File: src/rtl/prtc_pkg.sv
// ----------------------------------------------------------------------------
// prtc_pkg
// shared types and constants of the pulse rate threshold counter
// ----------------------------------------------------------------------------
package prtc_pkg;

    localparam int CALIBRATION_SAMPLES_DEF = 10;

    localparam int SAMPLE_W = 10;
    localparam int LEVEL_W  = 11;
    localparam int SUM_W    = 16;
    localparam int INDEX_W  = 8;
    localparam int RATE_W   = 10;
    localparam int CLASS_W  = 2;
    localparam int PULSE_W  = 8;
    localparam int PROD_W   = 16;

    localparam int CFG_INDEX_W = 3;
    localparam int CFG_DATA_W  = 10;

    localparam logic [CFG_INDEX_W-1:0] REG_THRESHOLD_OFFSET = 3'd0;
    localparam logic [CFG_INDEX_W-1:0] REG_MEASURE_SAMPLES  = 3'd1;
    localparam logic [CFG_INDEX_W-1:0] REG_BPM_PER_PULSE    = 3'd2;
    localparam logic [CFG_INDEX_W-1:0] REG_RATE_FLOOR       = 3'd3;
    localparam logic [CFG_INDEX_W-1:0] REG_RATE_CEILING     = 3'd4;
    localparam logic [CFG_INDEX_W-1:0] REG_NORMAL_LOW       = 3'd5;
    localparam logic [CFG_INDEX_W-1:0] REG_NORMAL_HIGH      = 3'd6;

    localparam logic [9:0] RST_THRESHOLD_OFFSET = 10'd50;
    localparam logic [7:0] RST_MEASURE_SAMPLES  = 8'd60;
    localparam logic [7:0] RST_BPM_PER_PULSE    = 8'd20;
    localparam logic [9:0] RST_RATE_FLOOR       = 10'd60;
    localparam logic [9:0] RST_RATE_CEILING     = 10'd150;
    localparam logic [9:0] RST_NORMAL_LOW       = 10'd60;
    localparam logic [9:0] RST_NORMAL_HIGH      = 10'd100;

    typedef enum logic [CLASS_W-1:0] {
        CLASS_LOW    = 2'd0,
        CLASS_NORMAL = 2'd1,
        CLASS_HIGH   = 2'd2
    } t_rate_class;

    typedef struct packed {
        logic [9:0] threshold_offset;
        logic [7:0] measure_samples;
        logic [7:0] bpm_per_pulse;
        logic [9:0] rate_floor;
        logic [9:0] rate_ceiling;
        logic [9:0] normal_low;
        logic [9:0] normal_high;
    } t_cfg;

    typedef struct packed {
        logic                valid;
        logic [RATE_W-1:0]   rate;
        t_rate_class         rate_class;
        logic [PULSE_W-1:0]  pulses;
    } t_result;

endpackage

File: src/rtl/prtc_cfg.sv
// ----------------------------------------------------------------------------
// prtc_cfg
// configuration register file, one register written per request
// ----------------------------------------------------------------------------
module prtc_cfg (
    input  logic                              i_clk,
    input  logic                              i_rst_n,
    input  logic                              i_cfg_valid,
    input  logic [prtc_pkg::CFG_INDEX_W-1:0]  i_cfg_index,
    input  logic [prtc_pkg::CFG_DATA_W-1:0]   i_cfg_data,
    output prtc_pkg::t_cfg                    o_cfg
);

    prtc_pkg::t_cfg r_cfg;
    prtc_pkg::t_cfg n_cfg;

    always_comb begin
        n_cfg = r_cfg;
        if (i_cfg_valid) begin
            unique case (i_cfg_index)
                prtc_pkg::REG_THRESHOLD_OFFSET: n_cfg.threshold_offset = i_cfg_data;
                prtc_pkg::REG_MEASURE_SAMPLES:  n_cfg.measure_samples  = i_cfg_data[7:0];
                prtc_pkg::REG_BPM_PER_PULSE:    n_cfg.bpm_per_pulse    = i_cfg_data[7:0];
                prtc_pkg::REG_RATE_FLOOR:       n_cfg.rate_floor       = i_cfg_data;
                prtc_pkg::REG_RATE_CEILING:     n_cfg.rate_ceiling     = i_cfg_data;
                prtc_pkg::REG_NORMAL_LOW:       n_cfg.normal_low       = i_cfg_data;
                prtc_pkg::REG_NORMAL_HIGH:      n_cfg.normal_high      = i_cfg_data;
                default: ;
            endcase
        end
    end

    always_ff @(posedge i_clk) begin
        if (!i_rst_n) begin
            r_cfg.threshold_offset <= prtc_pkg::RST_THRESHOLD_OFFSET;
            r_cfg.measure_samples  <= prtc_pkg::RST_MEASURE_SAMPLES;
            r_cfg.bpm_per_pulse    <= prtc_pkg::RST_BPM_PER_PULSE;
            r_cfg.rate_floor       <= prtc_pkg::RST_RATE_FLOOR;
            r_cfg.rate_ceiling     <= prtc_pkg::RST_RATE_CEILING;
            r_cfg.normal_low       <= prtc_pkg::RST_NORMAL_LOW;
            r_cfg.normal_high      <= prtc_pkg::RST_NORMAL_HIGH;
        end else begin
            r_cfg <= n_cfg;
        end
    end

    assign o_cfg = r_cfg;

endmodule

File: src/rtl/prtc_core.sv
// ----------------------------------------------------------------------------
// prtc_core
// calibration and crossing-count state, window result logic
// ----------------------------------------------------------------------------
module prtc_core #(
    parameter int CALIBRATION_SAMPLES = prtc_pkg::CALIBRATION_SAMPLES_DEF
) (
    input  logic                            i_clk,
    input  logic                            i_rst_n,
    input  prtc_pkg::t_cfg                  i_cfg,
    input  logic                            i_step,
    input  logic [prtc_pkg::SAMPLE_W-1:0]   i_sample,
    output prtc_pkg::t_result               o_result
);

    // average by reciprocal multiply, exact for every 16-bit sum
    localparam int DIV_SHIFT = prtc_pkg::SUM_W + $clog2(CALIBRATION_SAMPLES);
    localparam int MULT_W    = prtc_pkg::SUM_W + 1;
    localparam int DPROD_W   = prtc_pkg::SUM_W + MULT_W;
    localparam logic [MULT_W-1:0] DIV_MULT = MULT_W'(
        ((64'd1 << DIV_SHIFT) + 64'(CALIBRATION_SAMPLES) - 64'd1)
        / 64'(CALIBRATION_SAMPLES));
    localparam logic [prtc_pkg::INDEX_W-1:0] CAL_COUNT =
        prtc_pkg::INDEX_W'(CALIBRATION_SAMPLES);

    logic                            r_measuring;
    logic [prtc_pkg::INDEX_W-1:0]    r_sample_index;
    logic [prtc_pkg::SUM_W-1:0]      r_calibration_sum;
    logic [prtc_pkg::LEVEL_W-1:0]    r_detect_level;
    logic                            r_was_above;
    logic [prtc_pkg::PULSE_W-1:0]    r_pulse_tally;

    logic                            n_measuring;
    logic [prtc_pkg::INDEX_W-1:0]    n_sample_index;
    logic [prtc_pkg::SUM_W-1:0]      n_calibration_sum;
    logic [prtc_pkg::LEVEL_W-1:0]    n_detect_level;
    logic                            n_was_above;
    logic [prtc_pkg::PULSE_W-1:0]    n_pulse_tally;

    logic [prtc_pkg::INDEX_W-1:0]    idx_inc;
    logic [prtc_pkg::SUM_W-1:0]      sum_inc;
    logic [DPROD_W-1:0]              div_prod;
    logic [prtc_pkg::SUM_W-1:0]      avg;
    logic                            above;
    logic [prtc_pkg::PULSE_W-1:0]    tally_inc;
    logic                            window_end;
    logic [prtc_pkg::PROD_W-1:0]     raw_rate;
    logic [prtc_pkg::RATE_W-1:0]     clamped;

    always_comb begin
        idx_inc   = r_sample_index + prtc_pkg::INDEX_W'(1);
        sum_inc   = r_calibration_sum + prtc_pkg::SUM_W'(i_sample);
        div_prod  = DPROD_W'(sum_inc) * DPROD_W'(DIV_MULT);
        avg       = prtc_pkg::SUM_W'(div_prod >> DIV_SHIFT);
        above     = prtc_pkg::LEVEL_W'(i_sample) > r_detect_level;
        tally_inc = (above && !r_was_above) ? r_pulse_tally + prtc_pkg::PULSE_W'(1)
                                            : r_pulse_tally;
        window_end = r_measuring && !(idx_inc < i_cfg.measure_samples);

        raw_rate = prtc_pkg::PROD_W'(tally_inc) * prtc_pkg::PROD_W'(i_cfg.bpm_per_pulse);
        if (raw_rate < prtc_pkg::PROD_W'(i_cfg.rate_floor)) begin
            clamped = i_cfg.rate_floor;
        end else if (raw_rate > prtc_pkg::PROD_W'(i_cfg.rate_ceiling)) begin
            clamped = i_cfg.rate_ceiling;
        end else begin
            clamped = raw_rate[prtc_pkg::RATE_W-1:0];
        end

        o_result.valid  = window_end;
        o_result.rate   = clamped;
        o_result.pulses = tally_inc;
        if (clamped >= i_cfg.normal_low && clamped <= i_cfg.normal_high) begin
            o_result.rate_class = prtc_pkg::CLASS_NORMAL;
        end else if (clamped > i_cfg.normal_high) begin
            o_result.rate_class = prtc_pkg::CLASS_HIGH;
        end else begin
            o_result.rate_class = prtc_pkg::CLASS_LOW;
        end

        n_measuring       = r_measuring;
        n_sample_index    = idx_inc;
        n_calibration_sum = r_calibration_sum;
        n_detect_level    = r_detect_level;
        n_was_above       = r_was_above;
        n_pulse_tally     = r_pulse_tally;

        if (!r_measuring) begin
            n_calibration_sum = sum_inc;
            if (idx_inc >= CAL_COUNT) begin
                n_detect_level    = prtc_pkg::LEVEL_W'(avg)
                                  + prtc_pkg::LEVEL_W'(i_cfg.threshold_offset);
                n_measuring       = 1'b1;
                n_sample_index    = '0;
                n_calibration_sum = '0;
                n_was_above       = 1'b0;
                n_pulse_tally     = '0;
            end
        end else if (window_end) begin
            n_measuring       = 1'b0;
            n_sample_index    = '0;
            n_calibration_sum = '0;
            n_was_above       = 1'b0;
            n_pulse_tally     = '0;
        end else begin
            n_was_above   = above;
            n_pulse_tally = tally_inc;
        end
    end

    always_ff @(posedge i_clk) begin
        if (!i_rst_n) begin
            r_measuring       <= 1'b0;
            r_sample_index    <= '0;
            r_calibration_sum <= '0;
            r_detect_level    <= '0;
            r_was_above       <= 1'b0;
            r_pulse_tally     <= '0;
        end else if (i_step) begin
            r_measuring       <= n_measuring;
            r_sample_index    <= n_sample_index;
            r_calibration_sum <= n_calibration_sum;
            r_detect_level    <= n_detect_level;
            r_was_above       <= n_was_above;
            r_pulse_tally     <= n_pulse_tally;
        end
    end

endmodule

File: src/rtl/pulse_rate_threshold_counter.sv
// ----------------------------------------------------------------------------
// pulse_rate_threshold_counter
// threshold-crossing pulse counter with calibration, clamp and rate class
// ----------------------------------------------------------------------------
// One sample is taken per clock while the input side does not stall. A
// sample lands in an input register; when the core steps on it, a result
// that closes a window is written to the output register. The input side
// stalls only while the output register still holds an untaken result and
// the sample in the input register closes the next window. Each run starts
// with CALIBRATION_SAMPLES samples that set the threshold, then
// measure_samples samples are counted; the user must write registers through
// the configuration channel only while no sample is in flight, which the block itself does not enforce.
module pulse_rate_threshold_counter #(
    parameter int CALIBRATION_SAMPLES = prtc_pkg::CALIBRATION_SAMPLES_DEF
) (
    input  logic                              i_clk,
    input  logic                              i_rst_n,
    input  logic                              s_axis_tvalid,
    output logic                              s_axis_tready,
    input  logic [15:0]                       s_axis_tdata,   // sample[9:0]
    output logic                              m_axis_tvalid,
    input  logic                              m_axis_tready,
    output logic [23:0] m_axis_tdata,   // rate[9:0], rate_class[11:10], pulses[19:12]
    input  logic                              i_cfg_valid,
    output logic                              o_cfg_ready,
    input  logic [prtc_pkg::CFG_INDEX_W-1:0]  i_cfg_index,
    input  logic [prtc_pkg::CFG_DATA_W-1:0]   i_cfg_data
);

    prtc_pkg::t_cfg                  cfg;
    prtc_pkg::t_result               result;

    logic                            r_in_valid;
    logic [prtc_pkg::SAMPLE_W-1:0]   r_sample;
    logic                            r_out_valid;
    logic [prtc_pkg::RATE_W-1:0]     r_rate;
    prtc_pkg::t_rate_class           r_rate_class;
    logic [prtc_pkg::PULSE_W-1:0]    r_pulses;
    logic                            step;

    assign o_cfg_ready = 1'b1;

    prtc_cfg u_cfg (
        .i_clk       (i_clk),
        .i_rst_n     (i_rst_n),
        .i_cfg_valid (i_cfg_valid),
        .i_cfg_index (i_cfg_index),
        .i_cfg_data  (i_cfg_data),
        .o_cfg       (cfg)
    );

    prtc_core #(
        .CALIBRATION_SAMPLES (CALIBRATION_SAMPLES)
    ) u_core (
        .i_clk    (i_clk),
        .i_rst_n  (i_rst_n),
        .i_cfg    (cfg),
        .i_step   (step),
        .i_sample (r_sample),
        .o_result (result)
    );

    assign step          = r_in_valid && (!result.valid || !r_out_valid || m_axis_tready);
    assign s_axis_tready = !r_in_valid || step;

    always_ff @(posedge i_clk) begin
        if (!i_rst_n) begin
            r_in_valid <= 1'b0;
        end else if (s_axis_tready) begin
            r_in_valid <= s_axis_tvalid;
        end
    end

    always_ff @(posedge i_clk) begin
        if (s_axis_tready && s_axis_tvalid) begin
            r_sample <= s_axis_tdata[prtc_pkg::SAMPLE_W-1:0];
        end
    end

    always_ff @(posedge i_clk) begin
        if (!i_rst_n) begin
            r_out_valid <= 1'b0;
        end else if (step && result.valid) begin
            r_out_valid <= 1'b1;
        end else if (m_axis_tready) begin
            r_out_valid <= 1'b0;
        end
    end

    always_ff @(posedge i_clk) begin
        if (step && result.valid) begin
            r_rate       <= result.rate;
            r_rate_class <= result.rate_class;
            r_pulses     <= result.pulses;
        end
    end

    assign m_axis_tvalid = r_out_valid;
    assign m_axis_tdata  = {4'b0000, r_pulses, r_rate_class, r_rate};

endmodule
File: config.mk
export PLATFORM = sky130hd
export DESIGN_NAME = pulse_rate_threshold_counter
export DESIGN_NICKNAME = d
export VERILOG_FILES = /design/src/rtl/prtc_pkg.sv /design/src/rtl/prtc_cfg.sv /design/src/rtl/prtc_core.sv /design/src/rtl/pulse_rate_threshold_counter.sv
export SDC_FILE = /design/constraint.sdc
export NUM_CORES = 1
export LEC_CHECK = 0
export CAP_MARGIN = 10
export CORE_MARGIN = 4
export CORE_UTILIZATION = 26
export DETAILED_ROUTE_END_ITERATION = 8
export DONT_BUFFER_PORTS = 1
export GPL_TIMING_DRIVEN = 0
export PLACE_DENSITY = 0.43
export SYNTH_ARGS = -nofsm -noshare
export SYNTH_HDL_FRONTEND = slang
export SYNTH_SLANG_ARGS = --single-unit
File: constraint.sdc
create_clock -name i_clk -period 8.1 [get_ports i_clk]
set_input_delay 0.81 -clock i_clk [delete_from_list [all_inputs] [get_ports i_clk]]
set_output_delay 0.81 -clock i_clk [all_outputs]
set_load 0.01 [all_outputs]
* Word level (Yosys, flattened, before mapping)
Index checks and enable logic that the tools add are counted.
Operators by class: multipliers 2, multiplexer cells 21, order comparisons 8, equality and inequality tests 7, divide/modulo/power cells 0, $add $sub $neg 4, bitwise gates (word level) 1, reductions and logical operators 27, shifts and indexed selects 0
Operators with widths (number):
- 8-bit two-way mux | 7
- 16-bit two-way mux | 3
- 16-bit by 16-bit multiplier with 30-bit output (second input constant) | 1
- 10-bit two-way mux | 2
- 2-bit AND reduction | 9
- 16-bit by 10-bit adder with 16-bit output | 1
- 8-bit by 1-bit adder with 8-bit output (second input constant) | 2
- 16-bit by 10-bit greater-than comparator with 1-bit output | 1
- 16-bit by 10-bit less-than comparator with 1-bit output | 1
- 8-bit by 8-bit multiplier with 16-bit output | 1
- 11-bit by 10-bit adder with 11-bit output | 1
- 10-bit by 11-bit greater-than comparator with 1-bit output | 1
- 10-bit >= comparator | 1
- 10-bit greater-than comparator | 1
- 10-bit <= comparator | 1
- 3-bit == test (second input constant) | 3
- 8-bit by 4-bit >= comparator with 1-bit output (second input constant) | 1
- 8-bit less-than comparator | 1
- 1-bit two-way mux | 8
- 3-bit by 2-bit == test with 1-bit output (second input constant) | 2
- 1-bit logical AND | 6
- 1-bit zero test | 5
- 2-bit nonzero test | 2
- 3-bit by 1-bit == test with 1-bit output (second input constant) | 1
- 6 further kinds | 8
Storage, ports and cells: register bits after elaboration 143, word-level logic and storage cells 89, bits in writable memories 0, ROM bits 0, output and inout bits 27, memories 0, input port bits 34, latch bits 0

* Depth between registers and ports, before layout
Gate-level depths: netlist (run 1).
word-level depth 10, mapped depth 43

* Cells and area by module
A second synthesis (run 1) with hierarchy kept.
Unflattened totals: cell total of the unflattened synthesis 1515, area, all modules 14306.2 sq um
By module, submodules not included:
- prtc_core | times used 1, sequential area each 900.9 sq um, area an instance 10674.0 sq um, cells each 1222
- prtc_cfg | times used 1, sequential area each 1321.3 sq um, area an instance 2568.7 sq um, cells each 244
- pulse_rate_threshold_counter | times used 1, sequential area each 940.9 sq um, area an instance 1063.5 sq um, cells each 49

* Least setup slack after synthesis (run 1)
No wires, ideal clock.
path type reg2reg, start register r_sample[1] (netlist bit), end register r_rate_class[0] (data pin), required time 7.835 ns, stages on the path, launching flop included 43, period minus slack after synthesis 8.799 ns, setup slack -0.699 ns, data arrival time 8.534 ns, cell sequence edfxtp_1 -> ha_1 -> nor2b_1 -> o21ai_1 -> a21oi_1 -> o31ai_1 -> a211oi_1 -> buf_2 -> nand4_1 -> xnor2_1 -> nand2_1 -> fa_1 -> fa_1 -> inv_1 -> fa_1 -> inv_1 -> fa_1 -> inv_1 -> [... 7 more ...] -> nand2_1 -> nor3_1 -> nand2_1 -> nor2_1 -> a2111oi_4 -> o211ai_2 -> buf_6 -> mux2_4 -> mux2i_1 -> ha_1 -> nand2b_1 -> a21o_1 -> a21o_1 -> a21o_1 -> a211oi_1 -> o21ai_0 -> o211ai_1 -> a211oi_1
RTL lines:
- from (decl) | line pulse_rate_threshold_counter.sv:34 | logic [prtc_pkg::SAMPLE_W-1:0] r_sample;
- from (signal assigned) | line pulse_rate_threshold_counter.sv:76 | r_sample <= s_axis_tdata[prtc_pkg::SAMPLE_W-1:0];
- to (signal assigned) | line pulse_rate_threshold_counter.sv:93 | r_rate_class <= result.rate_class;
- to (decl) | line pulse_rate_threshold_counter.sv:37 | prtc_pkg::t_rate_class r_rate_class;

* Worst setup path after layout (run 1)
start register r_sample[0] (netlist bit), end register u_core.r_detect_level[10] (netlist bit)
Between the ends: longest elaborated chain between the ends 3
Ends and longest elaborated chain:
- 16-bit by 10-bit adder with 16-bit output | line prtc_core.sv:52 | sum_inc = r_calibration_sum + prtc_pkg::SUM_W'(i_sample);
- 16-bit by 16-bit multiplier with 30-bit output | line prtc_core.sv:53 | div_prod = DPROD_W'(sum_inc) * DPROD_W'(DIV_MULT);
- 11-bit by 10-bit adder with 11-bit output | line prtc_core.sv:91 | + prtc_pkg::LEVEL_W'(i_cfg.threshold_offset);
- to (signal assigned) | line prtc_core.sv:122 | r_detect_level <= n_detect_level;
- to (decl) | line prtc_core.sv:29 | logic [prtc_pkg::LEVEL_W-1:0] r_detect_level;
No other way between the ends. A chain may end at the register's enable or synchronous reset.

==> results.tsv, run 1 <==
stage	metric	value	unit
cts	htree depth	4	
sta	Setup violations, final	9	
sta	slack of the critical path	-0.745	ns
route	Antenna Nets Post-Route	0	
worst_setup_path	Worst path slowest cell	fa_1	
route	routed via count	11200	
die	IO Count	61	
sta	Max Fclk	113	MHz
yosys	Yosys cell types	81	
sta	Worst slew margin	31.3	%
place	Detail Placement HPWL	31400	um
sta	fin. max-slew vios	0	
yosys	Adder-Cell Fraction of Synth Area	36.9	%
yosys	#FFs+latches synth	143	
pwr	clock share of power	9.8	%
route	WL per Instance	16.4	um
worst_setup_path	WS Path Type	flop to flop	
worst_setup_path	Max FO, Critical Path	6	
die	area of the core	54200	sq um
cts	clock buffer depth	2	
cts	CTS tree	built	
sta	Final Hold Fails	0	
worst_setup_path	Worst Setup Start Kind	flop	
worst_setup_path	Arr. time, crit path	9.21	ns
hold_path	Hold Crit Class	flop to flop	
die	Initial Util	26.4	%
yosys	Yosys warning count	0	
pwr	Net Sw Frac	46.1	%
route	DRC viols	0	
yosys	Post-synth ARST share	0	%
yosys	largest family of logic cells by synthesized area	adder cells	
die	Site Rows	85	
worst_setup_path	CP max stage delay	0.50	ns
pwr	Comb pwr share	80.7	%
yosys	EDFF count, synth	30	
sta	RSZ-0062 raised after global routing	yes	
yosys	post-synthesis xor/xnor area fraction	3.35	%
grt	number of global-route vias before repair	11600	
cts	Sink Count	143	
layout	design area	17900	sq um
cts	CTS Root Cell	clkbuf_16	
place	number of port buffers	0	
route	initial drt markers	469	
cts	clk_lat worst skew	0.45	ns
pwr	maximum vdd drop	746	uV
yosys	Simple-Gate Fraction of Synth Area	14.9	%
worst_setup_path	WP data required	8.46	ns
yosys	Synth Cell Area	14300	sq um
worst_setup_path	cell mode on critical path	fa_1	
outcome	status	complete, but fails checks	
layout	Layout fillers	5595	
pwr	Pleak	8.14	nW
job	Max-cap violations	0	
sta	final worst path period need	8.85	ns
yosys	Synth Flop Type	dfxtp_1	
route	DR vias/cell	4.61	
layout	Final nets	2107	
yosys	Syn Area/Cell	9.03	sq um
grt	gr ovfl total	0	
sta	Worst Clk Skew	0.0203	ns
pwr	P_int	4.30	mW
place	routability cong.	0.833	
place	placement-stage worst setup slack	-1.67	ns
die	Die X	243	um
layout	Layout area overhead	25.1	%
cts	CTS Buf Count	17	
die	die area	59000	sq um
yosys	post-synthesis mux area share	1.82	%
layout	layout cells sized above 1	18.3	%
grt	largest net degree at the start of global routing	21	
pwr	pwr dens	445	nW/um^2
sta	worst slew pin tran	1.02	ns
grt	gr usage total	13.6	%
place	cell area after placement	15400	sq um
die	Die Span Y	243	um
pwr	Flop pwr share	9.5	%
cts	cts hold-fix bufs	0	
route	Detailed Route WL	39900	um
pwr	net load switching power	3.68	mW
yosys	Syn Inst Count	1589	
yosys	post-synthesis sequential area ratio	22.1	%
grt	initial antenna violation count	0	
grt	first-pass GRT wire length	64000	um
cts	Clk pin slew, worst setup/hold paths	0.07	ns
sta	fin crit share	109	%
worst_setup_path	crit end category	flop	
yosys	complex-gate fraction of the synthesized area	12.8	%
route	drt pass-1 iters	4	
outcome	failing checks	setup timing	
layout make-up:
type	instances	area (sq um)	area share, %
Sequential cell	143	3160	17.6
Multi-Input combinational cell	1148	11200	62.6
Tap cell	696	871	4.85
Clock buffer	18	429	2.39
Antenna cell	1	2.50	0.0140
Inverter	261	980	5.46
Clock inverter	14	145	0.809
Timing Repair Buffer	111	933	5.20
Buffer	39	189	1.05
Yosys cell counts, types with 4 or more instances:
library cell  instances  area [sq um]
inv_1               258           968
nand3_1              29           145
o21ai_1              11          55.1
and3_1               11          68.8
a211o_1               4          35.0
nand2b_1             13          81.3
or3_1                 4          25.0
a22o_1                7          61.3
a21oi_1              98           490
buf_4                 5          37.5
o31ai_1               4          30.0
nor3_1               23           115
dfxtp_1             113          2260
fa_1                119          2380
o22ai_1               4          25.0
o21bai_1              6          45.0
o21a_1                7          52.6
o211ai_1             34           255
nand4b_1              5          43.8
o21ai_0              20           100
nand4_1              18           113
xor2_1               21           184
nor2_1               56           210
nor4_1                5          31.3
a21o_1               28           210
mux2i_1              21           210
a31oi_1               6          37.5
a211oi_1              8          60.1
nand2_1             193           724
and2_1               46           288
clkbuf_1             29           109
edfxtp_1             30           901
ha_1                233          2920
nor2b_1              17           106
xnor2_1              32           280
sequential cells by signal, summed over array words and instances, names as in the netlist:
signal and cells:
u_core.r_was_above 1, u_core.r_sample_index 8, u_core.r_calibration_sum 16, r_rate 10, u_core.r_pulse_tally 8, u_core.r_measuring 1, r_pulses 8, r_rate_class 2
u_core.r_detect_level 11, m_axis_tvalid 1, r_in_valid 1, r_sample 10, u_cfg.o_cfg 66
through the flow:
stage	cells	power (mW)	TNS (ns)	util (%)	hold slack, ns
after CTS	2408	7.67	-3.49	32.3	0.440
after global routing	2430	8.88	-7.52	33.1	0.433
after detailed placement	2289	5.65	-13.35	28.4	0.450
final	2431	7.98	-3.60	33.1	0.457
after global placement	2288	5.65	-12.12	28.4	0.445
after floorplan	1592	4.52	-0.196	-	0.432
cells in the final DEF (no fill, tap or decap), types with 8 or more instances in the layout:
cell type,synthesis,layout
a21oi_2,0,13
dfxtp_1,113,113
buf_4,5,103
inv_1,258,251
a21oi_1,98,83
o211ai_1,34,34
and3_1,11,10
xnor2_4,0,8
ha_4,0,27
xor2_1,21,14
fa_1,119,113
nand2_1,193,187
buf_6,2,11
xnor2_1,32,17
clkbuf_16,0,17
nor2b_1,17,16
nand4_1,18,18
nor3_1,23,20
nand3_1,29,28
nand2b_1,13,13
and2_1,46,44
o21ai_0,20,13
edfxtp_1,30,30
mux2i_4,0,13
o21ai_1,11,11
inv_2,3,10
a21o_1,28,28
ha_1,233,202
clkbuf_1,29,29
nor2_1,56,46
power by group through the flow:
stage	logic (mW)	registers [mW]	clock network [mW]
finish	6.43	0.761	0.782
global route	7.29	0.763	0.833
detailed placement	4.87	0.777	0
global placement	4.87	0.777	0
CTS	6.10	0.761	0.804
floorplan	3.75	0.769	0
worst max-delay path, delay by kind of cell, from the launching register on:
| family | cells | cell delay (ns) |
|---|---|---|
| AO/OA/AOI/OAI | 14 | 3.04 |
| AND/OR/NAND/NOR | 6 | 1.07 |
| buffers and inverters | 2 | 0.08 |
| XOR/XNOR | 3 | 0.45 |
| flip-flops | 1 | 0.44 |
| adder cells (fa/ha/maj) | 10 | 3.67 |
per-layer routing:
layer | share of wire (%) | track usage (%) | vias to the layer above
met5 | 0 | 0 | -
met3 | 2.8 | 2.37 | 34
met2 | 49 | 23.5 | 142
met4 | 1.5 | 3.21 | 0
li1 | - | - | 5613
met1 | 47 | 17.9 | 5422
cell families (layout without fill, tap and decap cells):
logic type | Yosys count | after routing
AOI/OAI and AO/OA | 273 | 273
other | 2 | 6
DFF | 143 | 143
adders and majority gates | 352 | 352
buffers and inverters | 301 | 443
muxes | 25 | 25
and+or+nand+nor | 439 | 439
xor gates and xnor gates | 54 | 54
final timing paths:
kind / end / cells past startpoint / slack [ns] / from
worst min-delay path: u_cfg.o_cfg[7] / 2 / 0.46 / u_cfg.o_cfg[7]
worst max register to register: u_core.r_detect_level[10] / 35 / -0.75 / r_sample[0]
worst min register to register: u_cfg.o_cfg[7] / 2 / 0.46 / u_cfg.o_cfg[7]
worst max-delay path: u_core.r_detect_level[10] / 35 / -0.75 / r_sample[0]
repair_timing:
item                       CTS  global route
setup buffers               87            25
pin swaps                   98            77
setup endpoints to repair   22            15
resized for setup          119            48
No activity file was read; power rests on OpenSTA's default activity.
==> run 2: changes to the inputs <==
--- a/config.mk
+++ b/config.mk
@@ -11,7 +11,8 @@
 export DETAILED_ROUTE_END_ITERATION = 8
 export DONT_BUFFER_PORTS = 1
 export GPL_TIMING_DRIVEN = 0
-export PLACE_DENSITY = 0.43
+export PLACE_DENSITY = 0.41
+export REMOVE_ABC_BUFFERS = 1
 export SYNTH_ARGS = -nofsm -noshare
 export SYNTH_HDL_FRONTEND = slang
 export SYNTH_SLANG_ARGS = --single-unit
==> constraint.sdc (replaced) <==
create_clock -name i_clk -period 11.1 [get_ports i_clk]
set_input_delay 1.11 -clock i_clk [delete_from_list [all_inputs] [get_ports i_clk]]
set_output_delay 1.11 -clock i_clk [all_outputs]
set_load 0.01 [all_outputs]
==> results.tsv, run 2 (synthesized netlist as in run 1, its figures left out) <==
stage	metric	value	unit	change
worst_setup_path	FF-to-FF setup slack	0.78	ns	was -0.75 ns
place	placement-stage worst setup slack	-0.330	ns	was -1.67 ns
pwr	pwr dens	288	nW/um^2	was 445 nW/um^2
cts	cts hold-fix bufs	0		unchanged
die	Initial Util	26.4	%	unchanged
place	number of port buffers	0		unchanged
cts	CTS Root Cell	clkbuf_16		unchanged
hold_path	Hold Crit Class	flop to flop		unchanged
pwr	maximum vdd drop	240	uV	was 746 uV
place	cell area after placement	15100	sq um	was 15400 sq um
route	DR vias/cell	4.62		was 4.61
pwr	Pleak	7.42	nW	was 8.14 nW
layout	commonest non-fill, non-tap cell in the layout	inv_1		unchanged
layout	Final nets	1960		was 2107
layout	Layout area overhead	9.33	%	was 25.1%
grt	gr usage total	12.7	%	was 13.6%
sta	fin crit share	92.9	%	was 109%
die	IO Count	61		unchanged
sta	TNS Setup	0	ns	was -3.60 ns
sta	RSZ-0062 raised after global routing	no		was yes
layout	Layout fillers	5751		was 5595
place	placed insts	2250		was 2289
route	WL per Instance	16.0	um	was 16.4 um
die	area of the core	54200	sq um	unchanged
cts	clk_lat worst skew	0.45	ns	about the same
sta	final worst path period need	10.32	ns	was 8.85 ns
die	Die Span Y	243	um	unchanged
cts	clock buffer depth	2		unchanged
cts	CTS tree	built		unchanged
sta	Final Hold Fails	0		unchanged
pwr	Pwr Total	4.52	mW	was 7.98 mW
layout	max reg flops	66		unchanged
worst_setup_path	worst r2r src	r_sample[1]		was r_sample[0]
cts	Sink Count	143		unchanged
worst_setup_path	CP max stage delay	0.54	ns	was 0.50 ns
worst_setup_path	Arr. time, crit path	10.50	ns	was 9.21 ns
worst_setup_path	WS Path Type	flop to flop		unchanged
hold_path	HP Start	u_core.r_detect_level[8]		was u_cfg.o_cfg[7]
route	Detailed Route WL	36500	um	was 39900 um
layout	final non-filler cell total	2283		was 2431
worst_setup_path	Max FO, Critical Path	11		was 6
layout	commonest cells after routing, fill and taps aside	inv_1, ha_1, nand2_1		unchanged
worst_setup_path	Worst Setup Start Kind	flop		unchanged
die	Die X	243	um	unchanged
route	DRC viols	0		unchanged
layout	layout cells sized above 1	3.97	%	was 18.3%
cts	Clk pin slew, worst setup/hold paths	0.07	ns	about the same
grt	first-pass GRT wire length	59900	um	was 64000 um
cts	htree depth	4		unchanged
sta	WHS	0.455	ns	was 0.457 ns
job	Max-cap violations	0		unchanged
grt	gr ovfl total	0		unchanged
route	Antenna Nets Post-Route	0		unchanged
layout	Core Util, Final	28.9	%	was 33.1%
layout	ant diodes	0		was 1
outcome	status	complete, no violations		was complete, but fails checks
route	drt pass-1 iters	5		was 4
grt	initial antenna violation count	1		was 0
sta	Worst slew margin	23.6	%	was 31.3%
sta	Worst Clk Skew	0.0143	ns	was 0.0203 ns
layout	design area	15700	sq um	was 17900 sq um
route	routed via count	10500		was 11200
route	initial drt markers	505		was 469
worst_setup_path	Worst path slowest cell	fa_1		unchanged
sta	Max Fclk	96.9	MHz	was 113 MHz
sta	Setup violations, final	0		was 9
cts	CTS Buf Count	17		unchanged
sta	worst slew pin tran	1.15	ns	was 1.02 ns
place	Detail Placement HPWL	29800	um	was 31400 um
grt	number of global-route vias before repair	10700		was 11600
worst_setup_path	WP data required	11.29	ns	was 8.46 ns
sta	slack of the critical path	0.784	ns	was -0.745 ns
worst_setup_path	crit end category	flop		unchanged
place	routability cong.	0.786		was 0.833
die	die area	59000	sq um	unchanged
worst_setup_path	Worst Setup SP	r_sample[1]		was r_sample[0]
sta	fin. max-slew vios	0		unchanged
die	Site Rows	85		unchanged
grt	largest net degree at the start of global routing	38		was 21
run 2: changes by cell type in the layout (fill, tap and decap cells not counted), moves of 15 or more:
cell | before | now
clkbuf_1 | 29 | 0
a21oi_1 | 83 | 98
ha_4 | 27 | 0
buf_4 | 103 | 1
ha_1 | 202 | 233
mux2i_1 | 4 | 21
run 2: worst paths after layout:
path	endpoint	cells after the start
hold reg to reg	u_core.r_detect_level[8]	2
hold / removal	u_core.r_detect_level[8]	2
setup / recovery	r_rate_class[0]	40
setup reg to reg	r_rate_class[0]	40
run 2: timing repair:
action,in CTS,in global routing
setup endpoints to repair,2,2
gates cloned,0,0
endpoints found under the hold margin,0,0
gates resized for setup,1,5
buffers inserted,0,0
run 2: area by class of cell:
type	count	area, sq um	share of cell area, %
Clock buffer	17	425	2.71
Tap cell	696	871	5.55
Inverter	261	980	6.25
Multi-Input combinational cell	1148	10100	64.2
Timing Repair Buffer	3	32.5	0.207
Clock inverter	15	141	0.902
Sequential cell	143	3160	20.2
run 2: routing by layer:
metal  vias up  part of all wire, %  global-route usage (%)  wire length (um)
li1       5332                    -                       -                 -
met1      5081                   49                    17.7             17800
met2       102                   48                    21.0             17400
met3        26                  2.2                    1.60               819
met4         0                  1.4                    3.23               515
met5         -                    0                       0                 0
run 2: critical path, delay by kind of cell (launching register included):
family	cells	cell delay (ns)
AO/OA/AOI/OAI	15	2.95
XOR/XNOR	2	0.84
adder cells (fa/ha/maj)	8	3.28
buffers and inverters	3	0.17
flip-flops	1	0.48
multiplexers	2	0.66
AND/OR/NAND/NOR	10	1.65
run 2: where the power goes:
part | switching (mW) | internal, mW
Combinational | 1.94 | 1.46
Sequential | 0.0129 | 0.543
Clock | 0.271 | 0.298
Total | 2.22 | 2.30
==> run 3: changes to the inputs <==
--- a/config.mk
+++ b/config.mk
@@ -7,11 +7,11 @@
 export LEC_CHECK = 0
 export CAP_MARGIN = 10
 export CORE_MARGIN = 4
-export CORE_UTILIZATION = 26
+export CORE_UTILIZATION = 55
 export DETAILED_ROUTE_END_ITERATION = 8
 export DONT_BUFFER_PORTS = 1
 export GPL_TIMING_DRIVEN = 0
-export PLACE_DENSITY = 0.41
+export PLACE_DENSITY = 0.72
 export REMOVE_ABC_BUFFERS = 1
 export SYNTH_ARGS = -nofsm -noshare
 export SYNTH_HDL_FRONTEND = slang
==> results.tsv, run 3 (synthesized netlist as in run 1, its figures left out) <==
stage	metric	value	unit	change
die	die area	28700	sq um	was 59000 sq um
route	Detailed Route WL	32100	um	was 36500 um
place	number of port buffers	0		unchanged
layout	Final nets	1960		unchanged
cts	clk_lat worst skew	0.43	ns	was 0.45 ns
place	Detail Placement HPWL	25400	um	was 29800 um
cts	htree depth	4		unchanged
sta	worst slew pin tran	1.17	ns	was 1.15 ns
grt	number of global-route vias before repair	11200		was 10700
die	area of the core	25400	sq um	was 54200 sq um
route	routed via count	10900		was 10500
worst_setup_path	worst r2r src	r_sample[1]		unchanged
route	DRC viols	0		unchanged
worst_setup_path	Max FO, Critical Path	11		unchanged
sta	RSZ-0062 raised after global routing	no		unchanged
sta	final worst path period need	10.22	ns	was 10.32 ns
worst_setup_path	WS Path Type	flop to flop		unchanged
layout	commonest non-fill, non-tap cell in the layout	inv_1		unchanged
layout	layout cells sized above 1	4.03	%	was 3.97%
route	Antenna Nets Post-Route	0		unchanged
layout	commonest cells after routing, fill and taps aside	inv_1, ha_1, nand2_1		unchanged
worst_setup_path	crit end category	flop		unchanged
pwr	Pleak	7.43	nW	was 7.42 nW
grt	gr ovfl total	0		unchanged
worst_setup_path	CP max stage delay	0.54	ns	about the same
sta	WHS	0.453	ns	was 0.455 ns
sta	Final Hold Fails	0		unchanged
grt	gr usage total	23.2	%	was 12.7%
worst_setup_path	WP data required	11.27	ns	was 11.29 ns
hold_path	Hold Crit Class	flop to flop		unchanged
sta	Worst slew margin	22.1	%	was 23.6%
sta	TNS Setup	0	ns	unchanged
sta	fin crit share	92.1	%	was 92.9%
cts	Sink Count	143		unchanged
layout	register area	3160	sq um	unchanged
cts	clock buffer depth	2		unchanged
worst_setup_path	Worst Setup Start Kind	flop		unchanged
outcome	status	complete, no violations		unchanged
die	Initial Util	56.5	%	was 26.4%
worst_setup_path	FF-to-FF setup slack	0.88	ns	was 0.78 ns
route	initial drt markers	664		was 505
cts	CTS Root Cell	clkbuf_16		unchanged
sta	Worst Clk Skew	0.00907	ns	was 0.0143 ns
place	routability cong.	0.905		was 0.786
grt	initial antenna violation count	0		was 1
die	Site Rows	58		was 85
route	drt pass-1 iters	7		was 5
grt	first-pass GRT wire length	54400	um	was 59900 um
worst_setup_path	RR Endpoint	r_rate_class[0]		unchanged
layout	max reg flops	66		unchanged
die	IO Count	61		unchanged
route	WL per Instance	16.7	um	was 16.0 um
worst_setup_path	Worst Setup SP	r_sample[1]		unchanged
pwr	pwr dens	295	nW/um^2	was 288 nW/um^2
sta	Setup violations, final	0		unchanged
cts	CTS Buf Count	17		unchanged
layout	Layout fillers	2186		was 5751
route	DR vias/cell	5.70		was 4.62
sta	fin. max-slew vios	0		unchanged
job	Max-cap violations	0		unchanged
layout	Layout area overhead	6.39	%	was 9.33%
worst_setup_path	reg2reg path depth	40		unchanged
cts	Clk pin slew, worst setup/hold paths	0.07	ns	about the same
worst_setup_path	Arr. time, crit path	10.40	ns	was 10.50 ns
pwr	maximum vdd drop	466	uV	was 240 uV
die	Die Span Y	169	um	was 243 um
sta	Max Fclk	97.8	MHz	was 96.9 MHz
grt	largest net degree at the start of global routing	43		was 38
layout	area of the multi-input gates	10100	sq um	unchanged
die	Die X	169	um	was 243 um
layout	ant diodes	0		unchanged
cts	CTS tree	built		unchanged
worst_setup_path	Worst path slowest cell	fa_1		unchanged
worst_setup_path	Critical Path End	r_rate_class[0]		unchanged
[run 3: cell types whose count changed in the layout (fill, tap and decap cells not counted), sizes merged]
| cell | delta |
|---|---|
| bufinv | +2 |
| clkinv | -2 |
| clkinvlp | +2 |
| inv | -2 |
| buf | -1 |
| clkbuf | +1 |
[run 3: area by class of cell]
cell class	count	area share, %
inverters	261	6.42
repair buffers	3	0.230
clock buffers	17	2.79
flip-flops and latches	143	20.7
multi-input cells	1148	66.0
clock inverters	15	1.15
well taps	330	2.71
[run 3: worst min path at each step]
stage	startpoint	end	cells after the start
after floorplan	u_core.r_detect_level[3]	u_core.r_detect_level[3]	2
after detailed placement	u_core.r_detect_level[7]	u_core.r_detect_level[7]	2
after global routing	u_cfg.o_cfg[8]	u_cfg.o_cfg[8]	2
after CTS	u_core.r_detect_level[7]	u_core.r_detect_level[7]	2
final	u_core.r_detect_level[7]	u_core.r_detect_level[7]	2
after global placement	u_cfg.o_cfg[31]	u_cfg.o_cfg[31]	2
[run 3: what timing repair did]
item                       4_1_cts  5_1_grt
hold buffers                     0        0
setup endpoints to repair        1        2
gates cloned                     0        0
setup buffers                    0        0
resized for setup                1        5
[run 3: worst max-delay path, delay by kind of cell, from the launching register on]
kind                     cells  cell delay, ns
buffers and inverters        3            0.17
AO/OA/AOI/OAI               15            2.95
adder cells (fa/ha/maj)      8            3.26
AND/OR/NAND/NOR             10            1.70
XOR/XNOR                     2            0.80
flip-flops                   1            0.47
multiplexers                 2            0.62
[run 3: where the power goes]
part / leakage (nW) / switching, mW / internal (mW)
sequential: 1.18 / 0.0123 / 0.543
clock: 0.291 / 0.255 / 0.339
combinational: 5.96 / 1.91 / 1.44
total: 7.43 / 2.18 / 2.33
[run 3: per-layer routing]
metal  track usage [%]  up-vias  routed length, um  share of wire, %
met3              3.94       47               1490               4.7
met4              6.16        0                583               1.8
met1              31.8     5341              14800                46
li1                  -     5315                  -                 -
met5                 0        -                  0                 0
met2              38.3      229              15100                47
[run 3: through the flow]
step | setup slack, ns | utilization [%] | instance area [sq um] | power, mW | std cells
3_3_place_gp | 0.0923 | 57.4 | 14600 | 3.83 | 1882
3_5_place_dp | -0.0361 | 57.5 | 14600 | 3.90 | 1883
4_1_cts | 0.302 | 59.9 | 15200 | 4.55 | 1915
2_1_floorplan | 1.72 | - | 14200 | 3.17 | 1552
5_1_grt | 0.0110 | 60.1 | 15300 | 5.10 | 1917
6_report | 0.876 | 60.1 | 15300 | 4.50 | 1917
